File: config.mk
export PLATFORM = sky130hd
export DESIGN_NAME = gcll_div
export DESIGN_NICKNAME = d
export VERILOG_FILES = /design/src/sv/grid_cell_label_lookup_core_assert.svh /design/src/sv/gcll_pkg.sv /design/src/sv/gcll_div.sv
export SDC_FILE = /design/constraint.sdc
export NUM_CORES = 2
export LEC_CHECK = 0
export BUFFER_PORTS_ARGS = -buffer_cell sky130_fd_sc_hd__buf_4
export CAP_MARGIN = 20
export CORE_MARGIN = 3
export CORE_UTILIZATION = 45
export DETAILED_ROUTE_END_ITERATION = 8
export MAX_ROUTING_LAYER = met4
export PLACE_DENSITY = 0.61
export SETUP_SLACK_MARGIN = 0.5
export SYNTH_ARGS = -nofsm -noshare
export SYNTH_HDL_FRONTEND = slang
export SYNTH_SLANG_ARGS = --single-unit
File: constraint.sdc
create_clock -name clk -period 5.9 [get_ports clk]
set_input_delay 0.295 -clock clk [delete_from_list [all_inputs] [get_ports clk]]
set_output_delay 0.295 -clock clk [all_outputs]
set_load 0.005 [all_outputs]
File: src/sv/grid_cell_label_lookup_core_assert.svh
// Assertion macros shared by the grid cell label lookup RTL.
`ifndef GRID_CELL_LABEL_LOOKUP_CORE_ASSERT_SVH
`define GRID_CELL_LABEL_LOOKUP_CORE_ASSERT_SVH
`ifndef ASSERT_OFF
// Checked outside reset.
`define GCLL_ASSERT(name, clk, rst, prop) \
  name: assert property (@(posedge clk) disable iff (rst) prop) \
    else $error("%m: assertion failed");
// Checked at every edge, reset included.
`define GCLL_ASSERT_ALWAYS(name, clk, prop) \
  name: assert property (@(posedge clk) prop) \
    else $error("%m: assertion failed");
`else
`define GCLL_ASSERT(name, clk, rst, prop)
`define GCLL_ASSERT_ALWAYS(name, clk, prop)
`endif
`endif

File: src/sv/gcll_pkg.sv
// Types and constants of the grid cell label lookup.
package gcll_pkg;
  localparam int NDIM      = 3;
  localparam int COORD_W   = 32;
  localparam int GRID_W    = 13;
  localparam int QUOT_BITS = 13;
  localparam int NUM_W     = COORD_W + QUOT_BITS;
  localparam int PROD1_W   = 2 * GRID_W;
  localparam int PROD2_W   = 3 * GRID_W;
  localparam int IDX_W     = 3 * GRID_W + 1;
  localparam int TIDX_W    = 12;
  localparam int LVAL_W    = 16;
  localparam int FIFO_DEPTH = 32;
  localparam int FIFO_AW   = 5;
  localparam int CFG_IDX_W = 4;

  typedef enum logic [0:0] {
    OP_LOAD     = 1'b0,
    OP_CLASSIFY = 1'b1
  } op_t;

  localparam logic [CFG_IDX_W-1:0] REG_GRID_SIZE = 4'd0;
  localparam logic [CFG_IDX_W-1:0] REG_DIM_COUNT = 4'd1;
  localparam logic [CFG_IDX_W-1:0] REG_LOWER_0   = 4'd2;
  localparam logic [CFG_IDX_W-1:0] REG_UPPER_0   = 4'd3;
  localparam logic [CFG_IDX_W-1:0] REG_LOWER_1   = 4'd4;
  localparam logic [CFG_IDX_W-1:0] REG_UPPER_1   = 4'd5;
  localparam logic [CFG_IDX_W-1:0] REG_LOWER_2   = 4'd6;
  localparam logic [CFG_IDX_W-1:0] REG_UPPER_2   = 4'd7;

  typedef struct packed {
    logic zero;   // force cell 0
    logic last;   // force last cell
    logic flag;   // clamped or empty range
  } lane_tag_t;

  typedef struct packed {
    logic                    valid;
    op_t                     op;
    logic [TIDX_W-1:0]       tidx;
    logic [LVAL_W-1:0]       lval;
    lane_tag_t [NDIM-1:0]    lanes;
  } item_tag_t;

  typedef struct packed {
    logic [LVAL_W-1:0] label;
    logic [TIDX_W-1:0] cidx;
    logic              flag;
  } out_item_t;
endpackage

File: src/sv/gcll_div.sv
// Pipelined restoring divider, one quotient bit per stage.
module gcll_div (
  input  logic                          clk,
  input  logic [gcll_pkg::NUM_W-1:0]    num,
  input  logic [gcll_pkg::COORD_W-1:0]  den,
  output logic [gcll_pkg::QUOT_BITS-1:0] quot
);
  import gcll_pkg::*;

  logic [COORD_W-1:0]   rem_s [QUOT_BITS+1];
  logic [COORD_W-1:0]   den_s [QUOT_BITS+1];
  logic [QUOT_BITS-1:0] nlo_s [QUOT_BITS+1];
  logic [QUOT_BITS-1:0] q_s   [QUOT_BITS+1];

  // num < den * 2^QUOT_BITS, so the top part starts below den
  assign rem_s[0] = num[NUM_W-1:QUOT_BITS];
  assign den_s[0] = den;
  assign nlo_s[0] = num[QUOT_BITS-1:0];
  assign q_s[0]   = '0;

  for (genvar i = 0; i < QUOT_BITS; i++) begin : g_step
    logic [COORD_W:0] trial;
    logic [COORD_W:0] diff;
    logic             ge;
    always_comb begin
      trial = {rem_s[i], nlo_s[i][QUOT_BITS-1-i]};
      diff  = trial - {1'b0, den_s[i]};
      ge    = trial >= {1'b0, den_s[i]};
    end
    always_ff @(posedge clk) begin
      rem_s[i+1] <= ge ? diff[COORD_W-1:0] : trial[COORD_W-1:0];
      den_s[i+1] <= den_s[i];
      nlo_s[i+1] <= nlo_s[i];
      q_s[i+1]   <= {q_s[i][QUOT_BITS-2:0], ge};
    end
  end

  assign quot = q_s[QUOT_BITS];
endmodule

== Word-level counts from Yosys, hierarchy flattened ==
Index checks and enable logic that the tools add are counted.
Widths: inputs -> output; s select.
Storage, ports and cells
  logic and storage cells: 86
  output and inout port bits: 13
  flip-flop bits (word level): 937
  bits of input ports: 78
Operators by class
  multiplexer cells: 12
  add/subtract/negate cells: 12
  magnitude comparators: 13
Operator list (count)
  $ge 33x32->1: 13
  $mux 32: 12
  $sub 32x32->32: 12

== Logic depth before layout (Yosys ltp) ==
  word-level depth: 2
  mapped depth: 15
  gate-level depth less buffers: 13

== Worst setup path before layout ==
OpenSTA, ideal clock, no wires.
  path kind: flip-flop to flip-flop
  start point: register den_s[234] (netlist name)
  end point: register rem_s (netlist bit g_step[7].trial[25])
  setup slack: 2785 ps
  library setup time: 121 ps
  period minus slack after synthesis: 3115 ps
  data arrival time: 2994 ps
  data required time: 5779 ps
  stages on the path, launching flop included: 13
  buffers on the path: 1
  path through: dfxtp_1 -> inv_1 -> ha_1 -> and3_1 -> and2_1 -> a221o_1 -> a31oi_1 -> o21ai_1 -> a41oi_1 -> o21ai_1 -> a41oi_2 -> buf_4 -> mux2_2
Between the ends
  cells in the longest elaborated chain, start to end: 2
  elaborated cells between the ends (all ways): 3
  those cells by class: 1 x add/sub; 1 x order compare; 1 x mux
Ends and longest elaborated chain
  start, declared: line gcll_div.sv:11  | logic [COORD_W-1:0] den_s [QUOT_BITS+1];
  start signal, assigned by index: line gcll_div.sv:32  | den_s[i+1] <= den_s[i];
  $sub 32x32->32 or $ge 33x32->1 (tied branches): line gcll_div.sv:27, gcll_div.sv:28
  $mux 32 *: line gcll_div.sv:31  | rem_s[i+1] <= ge ? diff[COORD_W-1:0] : trial[COORD_W-1:0];
  end signal, assigned by index: line gcll_div.sv:31
  end, declared: line gcll_div.sv:10  | logic [COORD_W-1:0] rem_s [QUOT_BITS+1];
Mark *: on every way between the ends. The rest lies on a longest branch, timed or not.

== Final worst setup path ==
  start point: register den_s[385] (netlist name)
  end point: register rem_s (netlist bit g_step[2].trial[10])
The elaborated chain is that of the path after synthesis.

==> results.json <==
{
  "io-pin-count": 91,
  "rows": 115,
  "tritoncts": "yes",
  "setup_viol": 0,
  "clk_pin_slew_ps": 60,
  "drt_wl_total_um": 107000,
  "holdBufCountCts": 76,
  "grt_antenna_before_repair": 1,
  "cp_max_fo": 39,
  "wire_per_inst_um": 16.8,
  "synth_cell_types": 91,
  "dp_hpwl_um": 85000,
  "synthFlopType": "dfxtp_1",
  "cts_resized": 0,
  "cellPowerDensity_nw_per_um2": 616,
  "cp.required_ps": 6440,
  "leakagePower_nw": 23.8,
  "syn2layout_area_growth_pct": 13.2,
  "clockBufferDepth": 3,
  "clock.fmax_mhz": 233,
  "slew_headroom_pct": 27.4,
  "cts_buffers": 100,
  "fin_crit_ps": 4290,
  "slowest_stage": "a2111oi_0",
  "drc": 0,
  "slew_viol_final": 0,
  "avgViaCountPerCell": 5.24,
  "grt_max_degree": 62,
  "die_y_um": 323,
  "synth_nets": 5324,
  "async_reset_ff_share_pct": 0,
  "io_buffers": 90,
  "drt_iter0_markers": 1790,
  "worstPathCellList": "inv_1 -> ha_1 -> nor2b_1 -> o31a_1 -> o311a_1 -> a2111oi_0 -> o21ai_1 -> nand3_1 -> nand3_1 -> nand2_1 -> buf_4 -> o21ai_0",
  "fillCellCount": 9148,
  "worstHoldPathType": "primary input to flip-flop",
  "grt_usage_pct": 21.1,
  "fin_skew_ps": 16.7,
  "core-area_um2": 99000,
  "first_global_vias": 34238,
  "synth_edf_count": 0,
  "clock_latency_ps": 680,
  "die_area_um2": 104000,
  "ys_seq_area_share_pct": 41.5,
  "cts_sinks": 937,
  "setup_ws_ps": 1610,
  "gp_congestion": 0.955,
  "pre_cts_slack_ps": 1620,
  "timing_hold_violations_final": 0,
  "syn-instance-count": 4818,
  "synth_area_um2": 45200,
  "dr.pass1.iters": 5,
  "grt_pass1_wl_um": 171000,
  "cts_root_buffer": "clkbuf_16",
  "grt_setup_unrepaired": "false",
  "drive_above_1_share_pct": 11.0,
  "multi_input_area_um2": 23900,
  "ys_ff_latch": 937,
  "peakVddDrop_mv": 0.322,
  "worstSetupEndpointType": "flip-flop",
  "die_w_um": 323,
  "max_cap_viol_count": 0,
  "area.sequential_um2": 18800,
  "h-tree-depth": 3,
  "fin_nets": 5469,
  "status": "finished, final reports clean",
  "cp-start-kind": "flip-flop",
  "cts_setup_buffers": 0,
  "path_class": "flip-flop to flip-flop",
  "initial_core_util_pct": 45.7,
  "gr-total-overflow": 0,
  "crit_top_cell": "nand3_1",
  "ys_warn_count": 0,
  "tns_ps": 0,
  "vias": 33181,
  "slowest_delay_ps": 930,
  "antenna_left": 0,
  "cp.arrival_ps": 4840,
  "finalCritPeriodShare_pct": 72.8,
  "avgSynthCellArea_um2": 9.39,
  "worst_slew_pin_slew_ps": 1060
}
==> worst max-delay path: cells and delay by family, from the launching register on <==
kind,cells,cell delay (ps)
AOI/OAI and AO/OA,5,2200
and+or+nand+nor,4,810
buffers and inverters,2,470
DFF,1,380
adders and majority gates,1,300
==> kinds of logic after synthesis <==
kind of cell / share of synthesized area, %
compound gates: 18.0
simple gates: 10.0
flops: 41.5
buf+inv: 5.75
fa+ha+maj: 12.0
xor+xnor: 6.41
mux: 6.29
==> layout by cell type, fill, tap and decap left out, types with 92 or more instances in the layout <==
master / synthesis / layout
dfxtp_1: 937 / 937
inv_1: 506 / 506
ha_1: 416 / 416
a21oi_1: 382 / 382
nand2_1: 288 / 288
o21ai_0: 258 / 258
nor2_1: 239 / 238
mux2_2: 226 / 226
a21o_1: 208 / 208
xnor2_1: 195 / 195
xor2_1: 136 / 136
buf_4: 25 / 106
clkbuf_16: 0 / 102
nand3_1: 92 / 92
==> cell usage after synthesis (all sizes together) (15+ instances only) <==
cell type	number	area (µm²)
dfxtp	937	18800
inv	508	1910
ha	416	5200
a21oi	384	1930
nand2	288	1080
o21ai	267	1340
nor2	239	897
mux2	236	2680
a21o	208	1560
xnor2	195	1710
xor2	136	1190
nand3	92	460
clkbuf	85	319
nand4	60	382
buf	55	374
nor2b	55	344
o21a	55	413
nand2b	48	300
nor3	46	241
a31oi	45	288
a211oi	42	320
o21bai	41	312
and3	33	206
o31ai	30	249
o211ai	29	223
a211o	19	166
and2	19	119
mux2i	16	160
or3	16	100
a21boi	15	113
a31o	15	131
==> sequential cells by signal (all words and copies together), names as in the netlist <==
register	cells
g_step.trial	396
q_s	78
den_s	384
nlo_s	66
quot	13
==> where the power goes <==
part	total, mW	switching (mW)	internal, mW	leakage, nW
clock	6.39	2.52	3.87	1.66
combinational	15.9	8.52	7.36	14.2
sequential	9.27	0.957	8.32	7.90
total	31.5	12.0	19.5	23.8
==> path summary, 6_finish.rpt <==
| path | depth (start not counted) | slack (ps) | from | end |
|---|---|---|---|---|
| min | 2 | 270 | num[7] | nlo_s[163] |
| min reg2reg | 0 | 320 | nlo_s[39] | nlo_s[26] |
| max | 12 | 1610 | den_s[385] | g_step[2].trial[10] |
| max reg2reg | 12 | 1610 | den_s[385] | g_step[2].trial[10] |
==> per-stage QoR <==
step	power, mW	hold WS [ps]	area (µm²)	instances	utilization [%]
2_1_floorplan	21.6	310	45200	4818	-
3_3_place_gp	25.0	310	47000	6071	47.5
4_1_cts	31.7	211	51200	6329	51.7
6_report	31.5	270	51200	6333	51.7
5_1_grt	34.0	249	51200	6333	51.7
3_5_place_dp	25.1	312	47000	6071	47.5
==> layout make-up <==
| cell class | instances | area share (%) |
|---|---|---|
| clock inverter | 34 | 0.916 |
| inverter | 508 | 3.72 |
| timing repair buffer | 183 | 3.09 |
| clock buffer | 148 | 5.73 |
| tap | 1287 | 3.15 |
| multi-input combinational | 3233 | 46.7 |
| antenna | 3 | 0.0147 |
| sequential | 937 | 36.6 |
==> layer usage <==
metal | GRT usage (%) | routed length [µm] | share of wire (%) | vias to the layer above
met5 | - | 0 | 0 | -
met4 | 13.6 | 7370 | 6.9 | 0
met3 | 2.47 | 2950 | 2.8 | 326
met2 | 39.7 | 55500 | 52 | 650
met1 | 20.3 | 40800 | 38 | 15117
li1 | - | - | - | 17088
Note: power is estimated with default switching activity, not from simulation.
