<file path="config.mk">
export PLATFORM = sky130hd
export DESIGN_NAME = gcll_out_fifo
export DESIGN_NICKNAME = d
export VERILOG_FILES = /design/src/sv/grid_cell_label_lookup_core_assert.svh /design/src/sv/gcll_pkg.sv /design/src/sv/gcll_out_fifo.sv
export SDC_FILE = /design/constraint.sdc
export NUM_CORES = 1
export LEC_CHECK = 0
export BUFFER_PORTS_ARGS = -buffer_cell sky130_fd_sc_hd__buf_2
export CAP_MARGIN = 20
export CORE_MARGIN = 5
export CORE_UTILIZATION = 62
export DETAILED_ROUTE_END_ITERATION = 8
export GPL_ROUTABILITY_DRIVEN = 0
export GPL_TIMING_DRIVEN = 0
export HOLD_SLACK_MARGIN = 0.05
export PLACE_DENSITY = 0.75
export SYNTH_ARGS = -nofsm -noshare
export SYNTH_HDL_FRONTEND = slang
export SYNTH_SLANG_ARGS = --single-unit
</file>
<file path="constraint.sdc">
create_clock -name clk -period 3.2 [get_ports clk]
set_clock_uncertainty 0.15 [all_clocks]
set_input_delay 0.32 -clock clk [delete_from_list [all_inputs] [get_ports clk]]
set_output_delay 0.32 -clock clk [all_outputs]
set_load 0.01 [all_outputs]
</file>
<file path="src/sv/grid_cell_label_lookup_core_assert.svh">
// Assertion macros shared by the grid cell label lookup RTL.
`ifndef GRID_CELL_LABEL_LOOKUP_CORE_ASSERT_SVH
`define GRID_CELL_LABEL_LOOKUP_CORE_ASSERT_SVH
`ifndef ASSERT_OFF
// Checked outside reset.
`define GCLL_ASSERT(name, clk, rst, prop) \
  name: assert property (@(posedge clk) disable iff (rst) prop) \
    else $error("%m: assertion failed");
// Checked at every edge, reset included.
`define GCLL_ASSERT_ALWAYS(name, clk, prop) \
  name: assert property (@(posedge clk) prop) \
    else $error("%m: assertion failed");
`else
`define GCLL_ASSERT(name, clk, rst, prop)
`define GCLL_ASSERT_ALWAYS(name, clk, prop)
`endif
`endif

</file>
<file path="src/sv/gcll_pkg.sv">
// Types and constants of the grid cell label lookup.
package gcll_pkg;
  localparam int NDIM      = 3;
  localparam int COORD_W   = 32;
  localparam int GRID_W    = 13;
  localparam int QUOT_BITS = 13;
  localparam int NUM_W     = COORD_W + QUOT_BITS;
  localparam int PROD1_W   = 2 * GRID_W;
  localparam int PROD2_W   = 3 * GRID_W;
  localparam int IDX_W     = 3 * GRID_W + 1;
  localparam int TIDX_W    = 12;
  localparam int LVAL_W    = 16;
  localparam int FIFO_DEPTH = 32;
  localparam int FIFO_AW   = 5;
  localparam int CFG_IDX_W = 4;

  typedef enum logic [0:0] {
    OP_LOAD     = 1'b0,
    OP_CLASSIFY = 1'b1
  } op_t;

  localparam logic [CFG_IDX_W-1:0] REG_GRID_SIZE = 4'd0;
  localparam logic [CFG_IDX_W-1:0] REG_DIM_COUNT = 4'd1;
  localparam logic [CFG_IDX_W-1:0] REG_LOWER_0   = 4'd2;
  localparam logic [CFG_IDX_W-1:0] REG_UPPER_0   = 4'd3;
  localparam logic [CFG_IDX_W-1:0] REG_LOWER_1   = 4'd4;
  localparam logic [CFG_IDX_W-1:0] REG_UPPER_1   = 4'd5;
  localparam logic [CFG_IDX_W-1:0] REG_LOWER_2   = 4'd6;
  localparam logic [CFG_IDX_W-1:0] REG_UPPER_2   = 4'd7;

  typedef struct packed {
    logic zero;   // force cell 0
    logic last;   // force last cell
    logic flag;   // clamped or empty range
  } lane_tag_t;

  typedef struct packed {
    logic                    valid;
    op_t                     op;
    logic [TIDX_W-1:0]       tidx;
    logic [LVAL_W-1:0]       lval;
    lane_tag_t [NDIM-1:0]    lanes;
  } item_tag_t;

  typedef struct packed {
    logic [LVAL_W-1:0] label;
    logic [TIDX_W-1:0] cidx;
    logic              flag;
  } out_item_t;
endpackage

</file>
<file path="src/sv/gcll_out_fifo.sv">
// Result queue between the pipeline and the output channel.
module gcll_out_fifo (
  input  logic                     clk,
  input  logic                     rst,
  input  logic                     push,
  input  gcll_pkg::out_item_t      din,
  input  logic                     pop,
  output logic                     valid,
  output gcll_pkg::out_item_t      dout,
  output logic [gcll_pkg::FIFO_AW:0] occ
);
  import gcll_pkg::*;

  out_item_t          buf_q [FIFO_DEPTH];
  logic [FIFO_AW-1:0] wptr;
  logic [FIFO_AW-1:0] rptr;

  always_ff @(posedge clk) begin
    if (push) begin
      buf_q[wptr] <= din;
    end
  end

  always_ff @(posedge clk) begin
    if (rst) begin
      wptr <= '0;
      rptr <= '0;
      occ  <= '0;
    end else begin
      if (push) begin
        wptr <= wptr + 1'b1;
      end
      if (pop) begin
        rptr <= rptr + 1'b1;
      end
      occ <= occ + (FIFO_AW+1)'(push) - (FIFO_AW+1)'(pop);
    end
  end

  assign valid = occ != '0;
  assign dout  = buf_q[rptr];
endmodule

</file>
Word-level counts from Yosys, hierarchy flattened
Memories as Yosys holds them, arrays and structs flattened. A register that Yosys moved wholly into a read port is not among the register bits.
Index checks and enable logic that the tools add are counted.
{ "totals": {"ff_bits": 16, "ram_bits": 928, "inputBits": 33, "output_inout_bits": 36, "elab_cells": 13, "memories": 1} }
{ "op_classes": {"addsub": 4, "mux": 4, "n_reduce_logical": 1} }
{ "memory_table": {"columns": ["memory", "depth", "width", "rd", "rd_ports_with_merged_regs", "write_ports", "line", "source"], "rows": [
  ["buf_q", 32, 29, 1, 1, 1, "gcll_out_fifo.sv:14", "out_item_t buf_q [FIFO_DEPTH];"]
]} }
{ "op_table": {"columns": ["operator", "n"], "rows": [
  ["$add A5 B1 Y5 const B", 2],
  ["$mux W5", 2],
  ["$add A6 B1 Y6", 1],
  ["$reduce_bool A6 Y1", 1],
  ["$sub A6 B1 Y6", 1],
  ["$mux W1", 2]
]} }

Longest topological paths before layout
{ "logic_depth": {"depth_word": 3, "depth_mapped": 10, "ltp_nobuf": 10} }

Worst setup path after synthesis
No wires, ideal clock.
{ "synth_timing": {"path_type": "reg2reg", "from": "reg wptr[3]", "to": "mem buf_q[10][0] in the netlist's numbering, enable pin", "setup_time_ps": 415, "arrival_time_ps": 2292, "required_time_ps": 2635, "path_slack_ps": 343, "path_stages_with_launch": 4, "n_path_buf": 1, "period_less_slack_ps": 2857, "cell_sequence": "dfxtp_1 -> clkbuf_1 -> or3b_2 -> nor2_1"} }
{ "synth_rtl": {"columns": ["element", "line", "source"], "rows": [
  ["start, declared", "gcll_out_fifo.sv:15", "logic [FIFO_AW-1:0] wptr;"],
  ["start signal, assigned", "gcll_out_fifo.sv:31", "wptr <= wptr + 1'b1;"],
  ["end, declared", "gcll_out_fifo.sv:14", null]
]} }
No word-level cell before the write port.

==> load_flow_metrics.sql <==
INSERT INTO impl_metrics (metric_group, metric, value, unit) VALUES
('status', 'outcome', 'finished with violations', ''),
('status', 'violations_in_the_final_reports', 'negative setup slack', ''),
('die', 'row_count', '88', ''),
('sta', 'slew_worst_pin', '0.8532', 'ns'),
('drt', 'drt_wl_total', '91710', 'um'),
('synth', 'syn_inst_count', '1792', ''),
('synth', 'synth.lib_cells_used.distinct', '37', ''),
('grt', 'maximum_number_of_pins_on_one_net_before_global_route_repair', '33', ''),
('drt', 'drtPass1Iterations', '8', ''),
('sta', 'final_hold_viol_count', '0', ''),
('clocking', 'cts_max_path_buffers', '3', ''),
('drt', 'route.antenna.remaining_nets', '0', ''),
('final_layout', 'area.sequential', '28300', 'sq um'),
('critical_path', 'rr_endpoint', 'buf_q[19][10]', ''),
('synth', 'synthDominantCellAreaShare', '76.71', '%'),
('critical_path', 'path_max_fanout', '10', ''),
('grt', 'grt.total_usage', '28.63', '%'),
('die', 'initial_util', '62.72', '%'),
('synth', 'post-synth-top-area-cell', 'sky130_fd_sc_hd__edfxtp_1', ''),
('final_layout', 'nNetsFinal', '2067', ''),
('sta', 'timing.final.max_slew_violations', '0', ''),
('clocking', 'cts_made_buffers', '91', ''),
('critical_path', 'worstSetupEndpointType', 'output port', ''),
('critical_path', 'timing.reg2reg.worst_path_depth', '4', ''),
('power', 'vdd_drop_max', '0.0005204', 'V'),
('sta', 'fin_ws', '-0.06501', 'ns'),
('clocking', 'clkLatencyLatePin', '0.64', 'ns'),
('clocking', 'root_buffer', 'sky130_fd_sc_hd__clkbuf_16', ''),
('min_path', 'holdPathEnd', 'buf_q[12][8]', ''),
('clocking', 'clk_pin_slew_worst_paths', '0.07', 'ns'),
('sta', 'slew_headroom', '42.98', '%'),
('clocking', 'tritoncts', 'built', ''),
('drt', 'dr_wl_met2', '44670', 'um'),
('place', 'port_buffers', '68', ''),
('final_layout', 'multi_input_logic_area', '7836', 'sq um'),
('sta', 'post_route_clock_period_utilization', '102.0', '%'),
('place', 'dpl.cell_count', '2657', ''),
('sta', 'final-setup-viol-count', '7', ''),
('critical_path', 'rrSetupSlack', '0.57', 'ns'),
('critical_path', 'critical_r2r_launch', 'wptr[0]', ''),
('die', 'placeable_core_area', '57920', 'sq um'),
('final_layout', 'fillerInstances', '3235', ''),
('drt', 'vias_per_cell', '6.724', ''),
('drt', 'met1_length', '33660', 'um'),
('min_path', 'worst_hold_path_type', 'in -> reg', ''),
('synth', 'synth.top_cells.by_area', 'sky130_fd_sc_hd__edfxtp_1 (77%), sky130_fd_sc_hd__mux4_2 (7.2%), sky130_fd_sc_hd__mux2i_1 (6.4%)', ''),
('synth', 'mapped_area', '36330', 'sq um'),
('power', 'power.static_leakage', '13.10', 'nW'),
('die', 'die_w', '252.1', 'um'),
('drt', 'initialDrtViolationCount', '2630', ''),
('synth', 'ys_seq_area_share', '77.87', '%'),
('place', 'detailed_place_hpwl', '58460', 'um'),
('final_layout', 'finalInstanceArea', '42570', 'sq um'),
('drt', 'wire_length_on_met3', '9507', 'um'),
('final_layout', 'layout-drive-gt1-share', '24.98', '%'),
('synth', 'synth-edff-count', '928', ''),
('sta', 'hold_slack_final', '0.07231', 'ns'),
('sta', 'achievable_frequency', '0.3063', 'GHz'),
('critical_path', 'criticalPathCategory', 'reg -> out', ''),
('critical_path', 'critPathLaunchType', 'register', ''),
('synth', 'postSynth.asyncResetShare', '0', '%'),
('die', 'floorplan.die_area', '63530', 'sq um'),
('synth', 'postSynthAreaPerCell', '20.27', 'sq um'),
('clocking', 'clock_tree.htree_level_count', '3', ''),
('drt', 'num_vias', '19260', ''),
('synth', 'yosysWarnings', '0', ''),
('critical_path', 'worst-endpoint-arrival', '2.80', 'ns'),
('min_path', 'hold_depth', '1', ''),
('synth', 'ys_ff_latch', '949', ''),
('final_layout', 'fin_cells', '2864', ''),
('grt', 'via_count_of_the_first_global_routing_pass', '19310', '');
flip-flops by register name (all words and copies together), names as in the netlist, named ones only:
signal and cells:
rptr 5, occ 6, wptr 5, buf_q 928
critical path, cell delays in order (launching register included):
cell                       delay [ns]
sky130_fd_sc_hd__dfxtp_2         0.51
sky130_fd_sc_hd__and2_2          0.32
sky130_fd_sc_hd__clkbuf_1        0.47
sky130_fd_sc_hd__a22oi_1         0.20
sky130_fd_sc_hd__nand3_1         0.14
sky130_fd_sc_hd__nand4_1         0.27
sky130_fd_sc_hd__buf_2           0.25
how the worst max path moves through the flow:
stage | startpoint | slack (ns) | to
global placement | push | -1.28 | buf_q[31][15]
finish | register | -0.07 | dout[18]
detailed placement | register | -0.08 | dout[19]
CTS | register | -0.05 | dout[1]
global route | register | -0.15 | dout[1]
floorplan | wptr[3] | 0.34 | buf_q[10][0]
cell usage after synthesis (2+ instances only):
master / instances
sky130_fd_sc_hd__xnor2_1: 3
sky130_fd_sc_hd__nand3_1: 60
sky130_fd_sc_hd__dfxtp_1: 21
sky130_fd_sc_hd__a22oi_1: 174
sky130_fd_sc_hd__nor2_1: 52
sky130_fd_sc_hd__buf_6: 8
sky130_fd_sc_hd__mux2i_1: 234
sky130_fd_sc_hd__nand2_1: 10
sky130_fd_sc_hd__nor3_1: 2
sky130_fd_sc_hd__xor2_1: 6
sky130_fd_sc_hd__or3b_2: 2
sky130_fd_sc_hd__a21oi_1: 2
sky130_fd_sc_hd__nor4_1: 2
sky130_fd_sc_hd__nor2b_1: 3
sky130_fd_sc_hd__edfxtp_1: 928
sky130_fd_sc_hd__buf_1: 2
sky130_fd_sc_hd__nand4_1: 33
sky130_fd_sc_hd__mux4_2: 116
sky130_fd_sc_hd__buf_2: 44
sky130_fd_sc_hd__buf_4: 14
sky130_fd_sc_hd__nand3b_1: 3
sky130_fd_sc_hd__clkbuf_1: 33
sky130_fd_sc_hd__o21a_1: 2
sky130_fd_sc_hd__inv_1: 13
sky130_fd_sc_hd__ha_1: 13
through the flow:
stage	utilization [%]	power (mW)	worst slack (ns)	TNS (ns)
final	73.51	26.37	-0.06501	-0.2215
after floorplan	-	14.93	0.3429	0
after global placement	64.96	15.51	-1.281	-946.29
after detailed placement	66.75	15.60	-0.08392	-0.2358
after global routing	73.51	27.11	-0.1547	-1.068
after CTS	73.08	26.37	-0.05171	-0.1609
cells by family after synthesis:
family	after synthesis	share of synthesized area (%)
AO/OA/AOI/OAI	182	3.744
XOR/XNOR	9	0.2170
adder cells (fa/ha/maj)	14	0.5029
buffers and inverters	114	1.639
flip-flops	949	77.87
multiplexers	350	13.64
AND/OR/NAND/NOR	174	2.390
per-layer routing:
layer	up-vias	track usage [%]
met4	0	11.20
met2	1270	46.19
met3	237	5.896
met1	9852	39.34
li1	7899	-
met5	-	0
report_power, final:
part           internal (mW)  switching, mW  total (mW)
logic                  0.669           1.02        1.69
clock network           6.30           4.57        10.9
registers               13.8         0.0553        13.8
cell usage in the layout, fill, tap and decap left out, types with 15 or more instances in the layout:
cell / instances
sky130_fd_sc_hd__nand4_1: 33
sky130_fd_sc_hd__buf_16: 22
sky130_fd_sc_hd__nor2_4: 32
sky130_fd_sc_hd__clkbuf_2: 15
sky130_fd_sc_hd__buf_12: 23
sky130_fd_sc_hd__mux4_2: 116
sky130_fd_sc_hd__nor2_1: 19
sky130_fd_sc_hd__mux2i_1: 234
sky130_fd_sc_hd__dlygate4sd3_1: 19
sky130_fd_sc_hd__buf_2: 74
sky130_fd_sc_hd__a22oi_1: 147
sky130_fd_sc_hd__buf_4: 41
sky130_fd_sc_hd__a22oi_2: 27
sky130_fd_sc_hd__edfxtp_1: 928
sky130_fd_sc_hd__clkbuf_16: 94
sky130_fd_sc_hd__clkbuf_1: 29
sky130_fd_sc_hd__nand3_1: 60
sky130_fd_sc_hd__dfxtp_1: 16
sky130_fd_sc_hd__clkinv_2: 15
sky130_fd_sc_hd__buf_6: 15
sky130_fd_sc_hd__clkinv_1: 21
area by class of cell:
class,instances,area share (%)
Buffer,100,2.140
Multi-Input combinational cell,729,18.41
Sequential cell,949,66.47
Timing Repair Buffer,136,3.498
Tap cell,765,2.248
Clock buffer,112,5.684
Inverter,13,0.1146
Clock inverter,59,1.434
Antenna cell,1,0.005878
timing repair:
action,4_1_cts,5_1_grt
hold endpoints to repair,493,0
gates resized for setup,127,45
pin swaps,12,12
setup buffers,3,14
setup endpoints to repair,29,28
hold buffers,19,0
Note: power is estimated with default switching activity, not from simulation.
